## config.mk

```make
export PLATFORM = sky130hd
export DESIGN_NAME = periodic_timer_table_core
export DESIGN_NICKNAME = d
export VERILOG_FILES = /design/src/rtl/ptt_pkg.sv /design/src/rtl/ptt_ram.sv /design/src/rtl/ptt_slot_update.sv /design/src/rtl/periodic_timer_table_core.sv
export SDC_FILE = /design/constraint.sdc
export NUM_CORES = 2
export LEC_CHECK = 0
export BUFFER_PORTS_ARGS = -buffer_cell sky130_fd_sc_hd__buf_2
export CAP_MARGIN = 20
export CORE_ASPECT_RATIO = 0.5
export CORE_UTILIZATION = 40
export CTS_CLUSTER_SIZE = 25
export DETAILED_ROUTE_END_ITERATION = 12
export PLACE_DENSITY = 0.58
export SETUP_SLACK_MARGIN = 0.3
export SYNTH_ARGS = -nofsm -noshare
export SYNTH_HDL_FRONTEND = slang
export SYNTH_SLANG_ARGS = --single-unit
```

## constraint.sdc

```tcl
create_clock -name clk -period 36.6 [get_ports clk]
set_clock_uncertainty 0.15 [all_clocks]
set_input_delay 7.32 -clock clk [delete_from_list [all_inputs] [get_ports clk]]
set_output_delay 7.32 -clock clk [all_outputs]
set_load 0.05 [all_outputs]
```

## src/rtl/ptt_pkg.sv

```systemverilog
// Package for the periodic timer table: beat structs, command and event codes,
// the per-slot table entry type and the default table size.
// No dependencies; ptt_slot_update and periodic_timer_table_core import it, ptt_ram does not.
package ptt_pkg;

  localparam int TIMER_SLOTS_DEF = 16;
  localparam logic [31:0] FOREVER = 32'hFFFF_FFFF;

  localparam logic [1:0] CMD_TICK   = 2'd0;
  localparam logic [1:0] CMD_ADD    = 2'd1;
  localparam logic [1:0] CMD_REMOVE = 2'd2;

  localparam logic [2:0] EV_FIRED      = 3'd0;
  localparam logic [2:0] EV_ADDED      = 3'd1;
  localparam logic [2:0] EV_REMOVED    = 3'd2;
  localparam logic [2:0] EV_FULL       = 3'd3;
  localparam logic [2:0] EV_NOT_ACTIVE = 3'd4;

  typedef struct packed {
    logic [1:0]  command;
    logic [31:0] period_ticks;
    logic [31:0] repeat_limit;
    logic [3:0]  slot_to_remove;
  } ptt_in_t;

  typedef struct packed {
    logic [2:0]  event_kind;
    logic [3:0]  timer_slot;
    logic [31:0] fire_count;
    logic        last;
  } ptt_out_t;

  typedef struct packed {
    logic [31:0] period;
    logic [31:0] limit;
    logic [31:0] fired;
    logic [31:0] countdown;
  } ptt_entry_t;

  localparam int ENTRY_W = $bits(ptt_entry_t);

  // Outcome of updating one slot on a tick.
  typedef struct packed {
    logic fire;
    logic retire;
  } ptt_upd_stat_t;

endpackage

```

## src/rtl/ptt_ram.sv

```systemverilog
// Generic single-port-write, single-port-read RAM with a registered read.
// No dependencies.
module ptt_ram #(
  parameter int WIDTH = 8,
  parameter int DEPTH = 16,
  localparam int ADDR_W = (DEPTH > 1) ? $clog2(DEPTH) : 1
) (
  input  logic              clk,
  input  logic              we,
  input  logic [ADDR_W-1:0] waddr,
  input  logic [WIDTH-1:0]  wdata,
  input  logic              re,
  input  logic [ADDR_W-1:0] raddr,
  output logic [WIDTH-1:0]  rdata
);

  logic [WIDTH-1:0] mem [DEPTH];

  always_ff @(posedge clk) begin
    if (we) begin
      mem[waddr] <= wdata;
    end
    if (re) begin
      rdata <= mem[raddr];
    end
  end

endmodule

```

## src/rtl/ptt_slot_update.sv

```systemverilog
// Per-slot tick update: decrements the countdown, or fires, reloads and
// decides whether the timer has used up its repeat limit. Uses ptt_pkg.
module ptt_slot_update (
  input  ptt_pkg::ptt_entry_t    cur,
  output ptt_pkg::ptt_entry_t    nxt,
  output ptt_pkg::ptt_upd_stat_t stat
);
  import ptt_pkg::*;

  logic [31:0] fired_inc;
  logic        fire;

  // A countdown of one fires; a countdown found at zero fires as well.
  assign fire      = (cur.countdown[31:1] == 31'd0);
  assign fired_inc = cur.fired + 32'd1;

  always_comb begin
    nxt         = cur;
    stat.fire   = fire;
    stat.retire = 1'b0;
    if (fire) begin
      nxt.fired     = fired_inc;
      nxt.countdown = cur.period;
      stat.retire   = (cur.limit != FOREVER) && (fired_inc >= cur.limit);
    end else begin
      nxt.countdown = cur.countdown - 32'd1;
    end
  end

endmodule

```

## src/rtl/periodic_timer_table_core.sv

```systemverilog
// Top level of the periodic timer table: command decode, slot walk sequencer
// and result register. Uses ptt_pkg, ptt_ram and ptt_slot_update.
//
// A command beat is taken when start is high and busy is low. Add and remove
// are handled in the cycle they are taken and give one result beat in the
// following cycle; busy stays low for them. A tick walks every slot of the
// table in index order through the slot memory, one slot per cycle, and busy
// is high from the taking of the tick until the walk and its flush are done;
// the length of the walk is set by the single read port of the slot
// memory. Each timer that fires gives one result beat, and the beat of the
// last firing timer carries last; a tick on which nothing fires gives no
// beat at all. Result beats appear on out_valid for exactly one cycle each
// and cannot be held off, so the receiver must take every beat as it comes.
// An unused command code is dropped without a result.
module periodic_timer_table_core #(
  parameter int TIMER_SLOTS = ptt_pkg::TIMER_SLOTS_DEF
) (
  input  logic               clk,
  input  logic               rst_n,
  input  logic               start,
  output logic               busy,
  input  ptt_pkg::ptt_in_t   in_data,
  output logic               out_valid,
  output ptt_pkg::ptt_out_t  out_data
);
  import ptt_pkg::*;

  localparam int SLOT_W = (TIMER_SLOTS > 1) ? $clog2(TIMER_SLOTS) : 1;
  // The walk counter runs up to TIMER_SLOTS + 1 for the last update and the flush cycle.
  localparam int CNT_W  = $clog2(TIMER_SLOTS + 2);

  typedef enum logic [1:0] {
    ST_IDLE = 2'b01,
    ST_SCAN = 2'b10
  } state_t;

  // Slot index to the four-bit result field.
  function automatic logic [3:0] slot4(input logic [SLOT_W-1:0] idx);
    logic [SLOT_W+3:0] wide;
    wide = {4'b0000, idx};
    return wide[3:0];
  endfunction

  state_t               state_r, state_nxt;
  logic [CNT_W-1:0]     scan_idx_r, scan_idx_nxt;
  logic                 proc_valid_r, proc_valid_nxt;
  logic [SLOT_W-1:0]    proc_idx_r, proc_idx_nxt;
  logic                 pend_valid_r, pend_valid_nxt;
  ptt_out_t             pend_r, pend_nxt;
  logic [TIMER_SLOTS-1:0] active_r, active_nxt;
  logic                 out_valid_r, out_valid_nxt;
  ptt_out_t             out_data_r, out_data_nxt;

  logic                 ram_we, ram_re;
  logic [SLOT_W-1:0]    ram_waddr, ram_raddr;
  ptt_entry_t           ram_wdata, ram_rdata;
  ptt_entry_t           upd_next;
  ptt_upd_stat_t        upd_stat;

  logic                 have_free;
  logic [SLOT_W-1:0]    free_idx;
  logic [SLOT_W+3:0]    rm_wide;
  logic [SLOT_W-1:0]    rm_idx;
  logic                 rm_ok;
  logic [31:0]          add_period, add_limit;

  // Slot memory. During a walk the read of slot k and the write-back of slot
  // k-1 share a cycle; they never touch the same entry, so no forwarding is
  // needed. Adds write only while the walk is idle.
  ptt_ram #(
    .WIDTH (ENTRY_W),
    .DEPTH (TIMER_SLOTS)
  ) u_slot_ram (
    .clk   (clk),
    .we    (ram_we),
    .waddr (ram_waddr),
    .wdata (ram_wdata),
    .re    (ram_re),
    .raddr (ram_raddr),
    .rdata (ram_rdata)
  );

  ptt_slot_update u_slot_update (
    .cur  (ram_rdata),
    .nxt  (upd_next),
    .stat (upd_stat)
  );

  // Lowest free slot: scanning downwards lets the lowest index win.
  always_comb begin
    have_free = 1'b0;
    free_idx  = '0;
    for (int i = TIMER_SLOTS - 1; i >= 0; i--) begin
      if (!active_r[i]) begin
        have_free = 1'b1;
        free_idx  = SLOT_W'(i);
      end
    end
  end

  // A remove names a slot in four bits; it may lie beyond a smaller table.
  assign rm_wide = {{SLOT_W{1'b0}}, in_data.slot_to_remove};
  assign rm_idx  = rm_wide[SLOT_W-1:0];
  assign rm_ok   = (rm_wide < (SLOT_W + 4)'(TIMER_SLOTS)) && active_r[rm_idx];

  assign add_period = (in_data.period_ticks == 32'd0) ? 32'd1 : in_data.period_ticks;
  assign add_limit  = (in_data.repeat_limit == 32'd0) ? 32'd1 : in_data.repeat_limit;

  always_comb begin
    state_nxt      = state_r;
    scan_idx_nxt   = scan_idx_r;
    proc_valid_nxt = 1'b0;
    proc_idx_nxt   = proc_idx_r;
    pend_valid_nxt = pend_valid_r;
    pend_nxt       = pend_r;
    active_nxt     = active_r;
    out_valid_nxt  = 1'b0;
    out_data_nxt   = out_data_r;
    ram_we         = 1'b0;
    ram_waddr      = proc_idx_r;
    ram_wdata      = upd_next;
    ram_re         = 1'b0;
    ram_raddr      = scan_idx_r[SLOT_W-1:0];

    unique case (state_r)
      ST_IDLE: begin
        if (start) begin
          unique case (in_data.command)
            CMD_TICK: begin
              state_nxt      = ST_SCAN;
              scan_idx_nxt   = '0;
              pend_valid_nxt = 1'b0;
            end
            CMD_ADD: begin
              out_valid_nxt           = 1'b1;
              out_data_nxt.fire_count = 32'd0;
              out_data_nxt.last       = 1'b1;
              if (have_free) begin
                active_nxt[free_idx]    = 1'b1;
                ram_we                  = 1'b1;
                ram_waddr               = free_idx;
                ram_wdata.period        = add_period;
                ram_wdata.limit         = add_limit;
                ram_wdata.fired         = 32'd0;
                ram_wdata.countdown     = add_period;
                out_data_nxt.event_kind = EV_ADDED;
                out_data_nxt.timer_slot = slot4(free_idx);
              end else begin
                out_data_nxt.event_kind = EV_FULL;
                out_data_nxt.timer_slot = 4'd0;
              end
            end
            CMD_REMOVE: begin
              out_valid_nxt           = 1'b1;
              out_data_nxt.timer_slot = in_data.slot_to_remove;
              out_data_nxt.fire_count = 32'd0;
              out_data_nxt.last       = 1'b1;
              if (rm_ok) begin
                active_nxt[rm_idx]      = 1'b0;
                out_data_nxt.event_kind = EV_REMOVED;
              end else begin
                out_data_nxt.event_kind = EV_NOT_ACTIVE;
              end
            end
            default: begin
            end
          endcase
        end
      end

      ST_SCAN: begin
        scan_idx_nxt = scan_idx_r + CNT_W'(1);

        // Read stage: fetch the next slot of the walk.
        if (scan_idx_r < CNT_W'(TIMER_SLOTS)) begin
          ram_re         = 1'b1;
          proc_valid_nxt = 1'b1;
          proc_idx_nxt   = scan_idx_r[SLOT_W-1:0];
        end

        // Update stage: the slot read last cycle. A firing is held in pend_r until
        // the next firing or the flush, so that the final one can be marked as last.
        if (proc_valid_r && active_r[proc_idx_r]) begin
          ram_we = 1'b1;
          if (upd_stat.fire) begin
            if (pend_valid_r) begin
              out_valid_nxt     = 1'b1;
              out_data_nxt      = pend_r;
              out_data_nxt.last = 1'b0;
            end
            pend_valid_nxt      = 1'b1;
            pend_nxt.event_kind = EV_FIRED;
            pend_nxt.timer_slot = slot4(proc_idx_r);
            pend_nxt.fire_count = ram_rdata.fired;
            pend_nxt.last       = 1'b0;
            if (upd_stat.retire) begin
              active_nxt[proc_idx_r] = 1'b0;
            end
          end
        end

        // Flush: release the held firing with last set and finish.
        if (scan_idx_r == CNT_W'(TIMER_SLOTS + 1)) begin
          state_nxt      = ST_IDLE;
          pend_valid_nxt = 1'b0;
          if (pend_valid_r) begin
            out_valid_nxt     = 1'b1;
            out_data_nxt      = pend_r;
            out_data_nxt.last = 1'b1;
          end
        end
      end

      default: begin
        state_nxt = ST_IDLE;
      end
    endcase
  end

  always_ff @(posedge clk) begin
    if (!rst_n) begin
      state_r      <= ST_IDLE;
      scan_idx_r   <= '0;
      proc_valid_r <= 1'b0;
      pend_valid_r <= 1'b0;
      active_r     <= '0;
      out_valid_r  <= 1'b0;
    end else begin
      state_r      <= state_nxt;
      scan_idx_r   <= scan_idx_nxt;
      proc_valid_r <= proc_valid_nxt;
      pend_valid_r <= pend_valid_nxt;
      active_r     <= active_nxt;
      out_valid_r  <= out_valid_nxt;
    end
  end

  always_ff @(posedge clk) begin
    proc_idx_r <= proc_idx_nxt;
    pend_r     <= pend_nxt;
    out_data_r <= out_data_nxt;
  end

  assign busy      = (state_r != ST_IDLE);
  assign out_valid = out_valid_r;
  assign out_data  = out_data_r;

endmodule

```

== Word level (Yosys, flattened, before mapping) ==
Memories as Yosys holds them, arrays and structs flattened. A register that Yosys moved wholly into a read port is not among the register bits.
Cells that the tools add are included.

* Flip-flop bits (word level): 106
* RAM bits: 2048
* Input port bits: 73
* Output and inout port bits: 42
* Logic and storage cells: 171
* Memories: 1

* Add/sub/neg operators: 3
* Order comparisons: 9
* Equal/unequal tests: 18
* Multiplexer cells: 103
* Bitwise gates (word level): 5
* Reductions and logical operators: 19

{| class="wikitable"
|+ Memories
! name !! depth !! bits a word !! read ports !! clocked after memory_dff !! write ports !! line !! text
|-
| u_slot_ram.mem || 16 || 128 || 1 || 1 || 1 || ptt_ram.sv:17 || <nowiki>logic [WIDTH-1:0] mem [DEPTH];</nowiki>
|}

{| class="wikitable"
|+ Operators with widths
! cell !! number
|-
| two-way mux 128 bit || 4
|-
| two-way mux 40 bit || 6
|-
| one-hot mux 40 bit (2 select lines) || 2
|-
| two-way mux 32 bit || 4
|-
| two-way mux 16 bit || 6
|-
| two-way mux 4 bit || 20
|-
| logical NOT 32 bit || 2
|-
| one-hot mux 16 bit (2 select lines) || 2
|-
| two-way mux 1 bit || 42
|-
| adder 32 x 1 -> 32 bit (second input constant) || 1
|-
| AND 16 bit || 2
|-
| >= comparator 32 bit || 1
|-
| != test 32 bit (second input constant) || 1
|-
| NOT 16 bit || 2
|-
| subtractor 32 x 1 -> 32 bit (second input constant) || 1
|-
| logical NOT 31 bit || 1
|-
| less-than comparator 4 x 5 -> 1 bit (second input constant) || 4
|-
| bitwise OR 16 bit || 1
|-
| demux 1 bit (select 4 bit) || 3
|-
| >= comparator 4 x 1 -> 1 bit (second input constant) || 3
|-
| AND reduction 3 bit || 4
|-
| two-way mux 5 bit || 2
|-
| one-hot mux 5 bit (2 select lines) || 1
|-
| != test 3 bit (second input constant) || 3
|-
| 22 further kinds || 39
|}

== Depth between registers and ports, before layout ==
* Word-level depth: 25
* Mapped depth: 16

== Cells and area by module ==
From an unflattened synthesis, not the netlist that was laid out.

* Cells, all modules: 4626
* Area total of the unflattened synthesis: 90624.4 um^2

{| class="wikitable"
|+ By module, submodules not included
! module !! times used !! cells each !! area an instance (um^2) !! seq. area each (um^2)
|-
| ptt_ram || 1 || 3365 || 80612.3 || 65342.7
|-
| periodic_timer_table_core || 1 || 751 || 6432.4 || 2922.8
|-
| ptt_slot_update || 1 || 510 || 3579.7 || 0.0
|}

== Worst setup path before layout ==
No wires, ideal clock.

* Kind: in2reg
* Start: in in_data[69] (netlist bit)
* End: mem u_slot_ram.mem[13][0] (netlist bit) (enable)
* Library setup time: 0.799 ns
* Data arrival time: 18.065 ns
* Data required time: 35.651 ns
* Setup slack: 17.587 ns
* Stages: 9
* Buffers on the path: 2
* Path through: inv_1 -> ha_1 -> nand3_1 -> or2_2 -> clkbuf_1 -> clkbuf_1 -> a211oi_1 -> nor2b_1 -> nor3b_1

* Longest elaborated chain between the ends: 6
* Elaborated cells between the ends (all ways): 9

{| class="wikitable"
|+ RTL lines
! what !! line !! text
|-
| start, declared || periodic_timer_table_core.sv:22 || <nowiki>input ptt_pkg::ptt_in_t in_data,</nowiki>
|-
| == test 2 x 1 -> 1 bit (*) || periodic_timer_table_core.sv:128 || <nowiki>unique case (in_data.command)</nowiki>
|-
| two-way mux 1 bit || periodic_timer_table_core.sv:128 ||
|-
| two-way mux 1 bit || periodic_timer_table_core.sv:127 || <nowiki>if (start) begin</nowiki>
|-
| one-hot mux 1 bit (2 select lines) || periodic_timer_table_core.sv:125 || <nowiki>unique case (state_r)</nowiki>
|-
| two-way mux 1 bit || ptt_ram.sv:20 || <nowiki>if (we) begin</nowiki>
|-
| two-way mux 1 bit (not written as such) || ptt_ram.sv:21 || <nowiki>mem[waddr] <= wdata;</nowiki>
|-
| end, declared || ptt_ram.sv:17 ||
|}

Every way passes the cells marked *; elsewhere a longest branch is shown, timed or not.

== Worst setup path in the final report ==
* Start: in in_data[69] (netlist bit)
* End: mem u_slot_ram.mem[7][108] (netlist bit) (enable)

The elaborated chain is that of the path after synthesis.

==> reports/metrics.json <==
{
  "grt_start_max_net_pins": {"value": 123},
  "worst_skew_pair.late_latency": {"value": 0.86, "unit": "ns"},
  "timing_worst_setup_path_type": {"value": "primary input to flop"},
  "cap_viol_max_count": {"value": 0},
  "area_delta_synth_final": {"value": 12.9, "unit": "%"},
  "hold_path.class": {"value": "flop to flop"},
  "fp.coreArea": {"value": 222000, "unit": "um^2"},
  "synthCells": {"value": 4146},
  "cts.clk_slew.worst_paths": {"value": 0.06, "unit": "ns"},
  "setup.worst_path.start_class": {"value": "primary input"},
  "timing.critical_path.cells": {"value": "buf_2 -> inv_1 -> ha_1 -> nand3_1 -> or2_2 -> o21ai_0 -> nand2b_1 -> nor2_4 -> buf_4 -> buf_4 -> buf_4"},
  "synthesis.yosys.warnings": {"value": 0},
  "critPathBufInv": {"value": 5},
  "post-synth-top-count-cell": {"value": "sky130_fd_sc_hd__edfxtp_1"},
  "worst-endpoint-required": {"value": 36.91, "unit": "ns"},
  "period_share": {"value": 32.5, "unit": "%"},
  "critPathMostFrequentCell": {"value": "sky130_fd_sc_hd__buf_4"},
  "setup_violations": {"value": 0},
  "syn_nets": {"value": 4260},
  "post-synth-top-area-cell": {"value": "sky130_fd_sc_hd__edfxtp_1"},
  "post_cts.resized_instances": {"value": 0},
  "design.die.area": {"value": 226000, "unit": "um^2"},
  "synth_top_cells_by_count": {"value": "sky130_fd_sc_hd__edfxtp_1, sky130_fd_sc_hd__mux4_2, sky130_fd_sc_hd__nand2_1"},
  "final_period_minus_worst_setup_slack": {"value": 11.88, "unit": "ns"},
  "clock-root-buffer": {"value": "sky130_fd_sc_hd__clkbuf_16"},
  "gr_util_met2": {"value": 31.3, "unit": "%"},
  "num_rows": {"value": 122},
  "synth_edf_count": {"value": 2256},
  "die_x": {"value": 671, "unit": "um"},
  "htree_num_levels": {"value": 4},
  "internal_power": {"value": 4.06, "unit": "mW"},
  "placedCellCount": {"value": 7172},
  "global_route.usage.met3": {"value": 2.59, "unit": "%"},
  "synthArstFlopShare": {"value": 0, "unit": "%"},
  "worst-slew-pin-transition": {"value": 1.15, "unit": "ns"},
  "hold_viol_final": {"value": 0},
  "global_route.usage.total": {"value": 19.3, "unit": "%"},
  "ctsLongestPathBuffers": {"value": 4},
  "global_route_wire_length_before_repair": {"value": 317000, "unit": "um"},
  "design.portCount": {"value": 115},
  "grt_setup_unrepaired": {"value": "no"},
  "drt_first_pass_iters": {"value": 6},
  "dr_iter_0_viols": {"value": 5121},
  "worst_setup_path_end_kind": {"value": "flop"},
  "seq_power_share": {"value": 56.5, "unit": "%"},
  "final_layout_size_suffix_gt1_share": {"value": 27.0, "unit": "%"},
  "timing_max_transition_violations_final": {"value": 0},
  "combinational_group_share_of_total_power": {"value": 1.8, "unit": "%"},
  "fin_total_pwr": {"value": 5.09, "unit": "mW"},
  "fin_setup_tns": {"value": 0, "unit": "ns"},
  "detail_route.wirelength": {"value": 220000, "unit": "um"},
  "leakagePower": {"value": 30.6, "unit": "nW"},
  "detailroute.via_count": {"value": 43601},
  "netlist_top_cells_area": {"value": "sky130_fd_sc_hd__edfxtp_1, sky130_fd_sc_hd__mux4_2, sky130_fd_sc_hd__nand2_1"},
  "synthDistinctLibCells": {"value": 68},
  "syn-mean-instance-area": {"value": 21.6, "unit": "um^2"},
  "crit_fanout": {"value": 52},
  "detail_route.drc_violations": {"value": 0},
  "timing.fmax": {"value": 84.2, "unit": "MHz"},
  "tritoncts.num_buffers": {"value": 209},
  "detail_route.vias_per_cell": {"value": 5.76},
  "cts.sink_count": {"value": 2282},
  "grt_remaining_overflow": {"value": 0},
  "cts_tree": {"value": "done"},
  "antenna_left": {"value": 0},
  "die_h": {"value": 337, "unit": "um"},
  "synth_flop_cell": {"value": "sky130_fd_sc_hd__edfxtp_1"},
  "slowest_delay": {"value": 0.92, "unit": "ns"},
  "worst_slew_margin_rel": {"value": 22.3, "unit": "%"},
  "power_frac_clock": {"value": 41.7, "unit": "%"},
  "most_utilized_layer_in_the_global_route_result": {"value": "met2"},
  "utilization": {"value": 45.6, "unit": "%"},
  "mappedNetlistArea": {"value": 89500, "unit": "um^2"},
  "numPortBuffers": {"value": 114},
  "initial_antenna_violation_count": {"value": 7},
  "critical_path_arrival": {"value": 12.19, "unit": "ns"},
  "grt_pass1_vias": {"value": 44429},
  "switchingPower": {"value": 1.02, "unit": "mW"},
  "fin_nets": {"value": 4538},
  "switching_share": {"value": 20.1, "unit": "%"},
  "critPathTopFamily": {"value": "buffers and inverters"},
  "critical_path_slowest_stage_cell": {"value": "sky130_fd_sc_hd__buf_4"},
  "run_status": {"value": "finished clean"},
  "finish.cell_count_without_fillers": {"value": 7567},
  "post_cts.repair.setup_buffers": {"value": 0},
  "vdd_ir_drop_max": {"value": 0.0000396, "unit": "V"},
  "synthDominantCellAreaShare": {"value": 75.7, "unit": "%"},
  "grt.met1_usage": {"value": 28.1, "unit": "%"},
  "start_util": {"value": 40.4, "unit": "%"},
  "cts_hold_buffers": {"value": 0},
  "dp_hpwl": {"value": 117000, "unit": "um"},
  "global_placement_routability_congestion": {"value": 0.834},
  "synth-seq-area-share": {"value": 76.2, "unit": "%"},
  "power_density": {"value": 50.3, "unit": "nW/um^2"},
  "detail_route.wl_per_cell": {"value": 29.0, "unit": "um"},
  "synth_seq_cells": {"value": 2282}
}
cells by family (layout without fill, tap and decap cells):
group | after synthesis | in the layout | share of synthesized area (%)
buffers and inverters | 258 | 702 | 1.10
muxes | 671 | 671 | 16.5
xor gates and xnor gates | 80 | 80 | 0.782
DFF | 2282 | 2282 | 76.2
adders and majority gates | 41 | 41 | 0.573
and+or+nand+nor | 532 | 532 | 2.79
other | 0 | 1 | 0
AOI/OAI and AO/OA | 282 | 282 | 2.02
path summary, 6_finish.rpt:
kind                                           start                     end  slack [ns]  cells after the start
worst max-delay path                     in_data[69]  u_slot_ram.mem[7][108]       24.72                     11
worst min-delay path                      state_r[1]              state_r[1]        0.34                      2
worst max register to register  u_slot_ram.rdata[39]             active_r[8]       30.01                     15
worst min register to register            state_r[1]              state_r[1]        0.34                      2
metal layers:
layer | up-vias | wire length, um
met1 | 23692 | 96600
li1 | 17964 | -
met4 | 4 | 4460
met3 | 298 | 13400
met5 | - | 27
met2 | 1643 | 105000
metrics by stage:
step	hold WS, ns	area [um^2]	setup WS [ns]
global placement	0.314	94300	23.90
CTS	0.345	101000	24.77
global route	0.365	101000	24.54
finish	0.337	101000	24.72
floorplan	0.256	89500	17.59
detailed placement	0.335	94400	23.88
state kept, by name (all words and copies together), names as in the netlist, named ones only:
signal            cells
proc_valid_r          1
scan_idx_r            5
active_r             16
out_valid             1
proc_idx_r            4
u_slot_ram.mem     2048
pend_valid_r          1
u_slot_ram.rdata    128
out_data             33
pend_r               36
state_r               2
power groups by stage:
stage / clock, mW / sequential, mW / combinational [mW]
4_1_cts: 2.16 / 2.88 / 0.0911
3_3_place_gp: 0 / 2.93 / 0.0867
2_1_floorplan: 0 / 2.95 / 0.0358
6_report: 2.12 / 2.88 / 0.0922
5_1_grt: 2.26 / 2.87 / 0.0978
3_5_place_dp: 0 / 2.93 / 0.0910
cells in the final DEF, fill, tap and decap left out, types with 22 or more instances in the layout:
cell,netlist,final
sky130_fd_sc_hd__a21oi_1,53,52
sky130_fd_sc_hd__a22o_1,33,33
sky130_fd_sc_hd__buf_2,3,121
sky130_fd_sc_hd__buf_4,3,134
sky130_fd_sc_hd__clkbuf_1,147,35
sky130_fd_sc_hd__clkbuf_16,0,215
sky130_fd_sc_hd__clkinv_1,0,57
sky130_fd_sc_hd__clkinv_2,0,45
sky130_fd_sc_hd__dfxtp_1,26,22
sky130_fd_sc_hd__edfxtp_1,2256,2256
sky130_fd_sc_hd__ha_1,41,41
sky130_fd_sc_hd__inv_1,54,54
sky130_fd_sc_hd__mux2i_1,27,27
sky130_fd_sc_hd__mux4_2,644,644
sky130_fd_sc_hd__nand2_1,216,216
sky130_fd_sc_hd__nand3_1,34,34
sky130_fd_sc_hd__nand4_1,27,27
sky130_fd_sc_hd__nor2_1,116,99
sky130_fd_sc_hd__nor3_1,25,25
sky130_fd_sc_hd__nor4_1,30,30
sky130_fd_sc_hd__o21ai_0,96,93
sky130_fd_sc_hd__xnor2_1,39,39
sky130_fd_sc_hd__xor2_1,41,41
worst min-delay path: stages (launching register included):
cell                      delay (ns)
sky130_fd_sc_hd__dfxtp_1        0.31
sky130_fd_sc_hd__inv_1          0.07
sky130_fd_sc_hd__a21oi_1        0.06
final cells by class:
type                            count  area [um^2]
Fill cell                       18353       121000
Sequential cell                  2282        68300
Multi-Input combinational cell   1606        20500
Clock buffer                      251         5530
Tap cell                         2976         3720
Timing Repair Buffer              271         1900
Clock inverter                    126          967
Inverter                           54          203
Antenna cell                        1         2.50
Power figures use the tool's default switching activity.
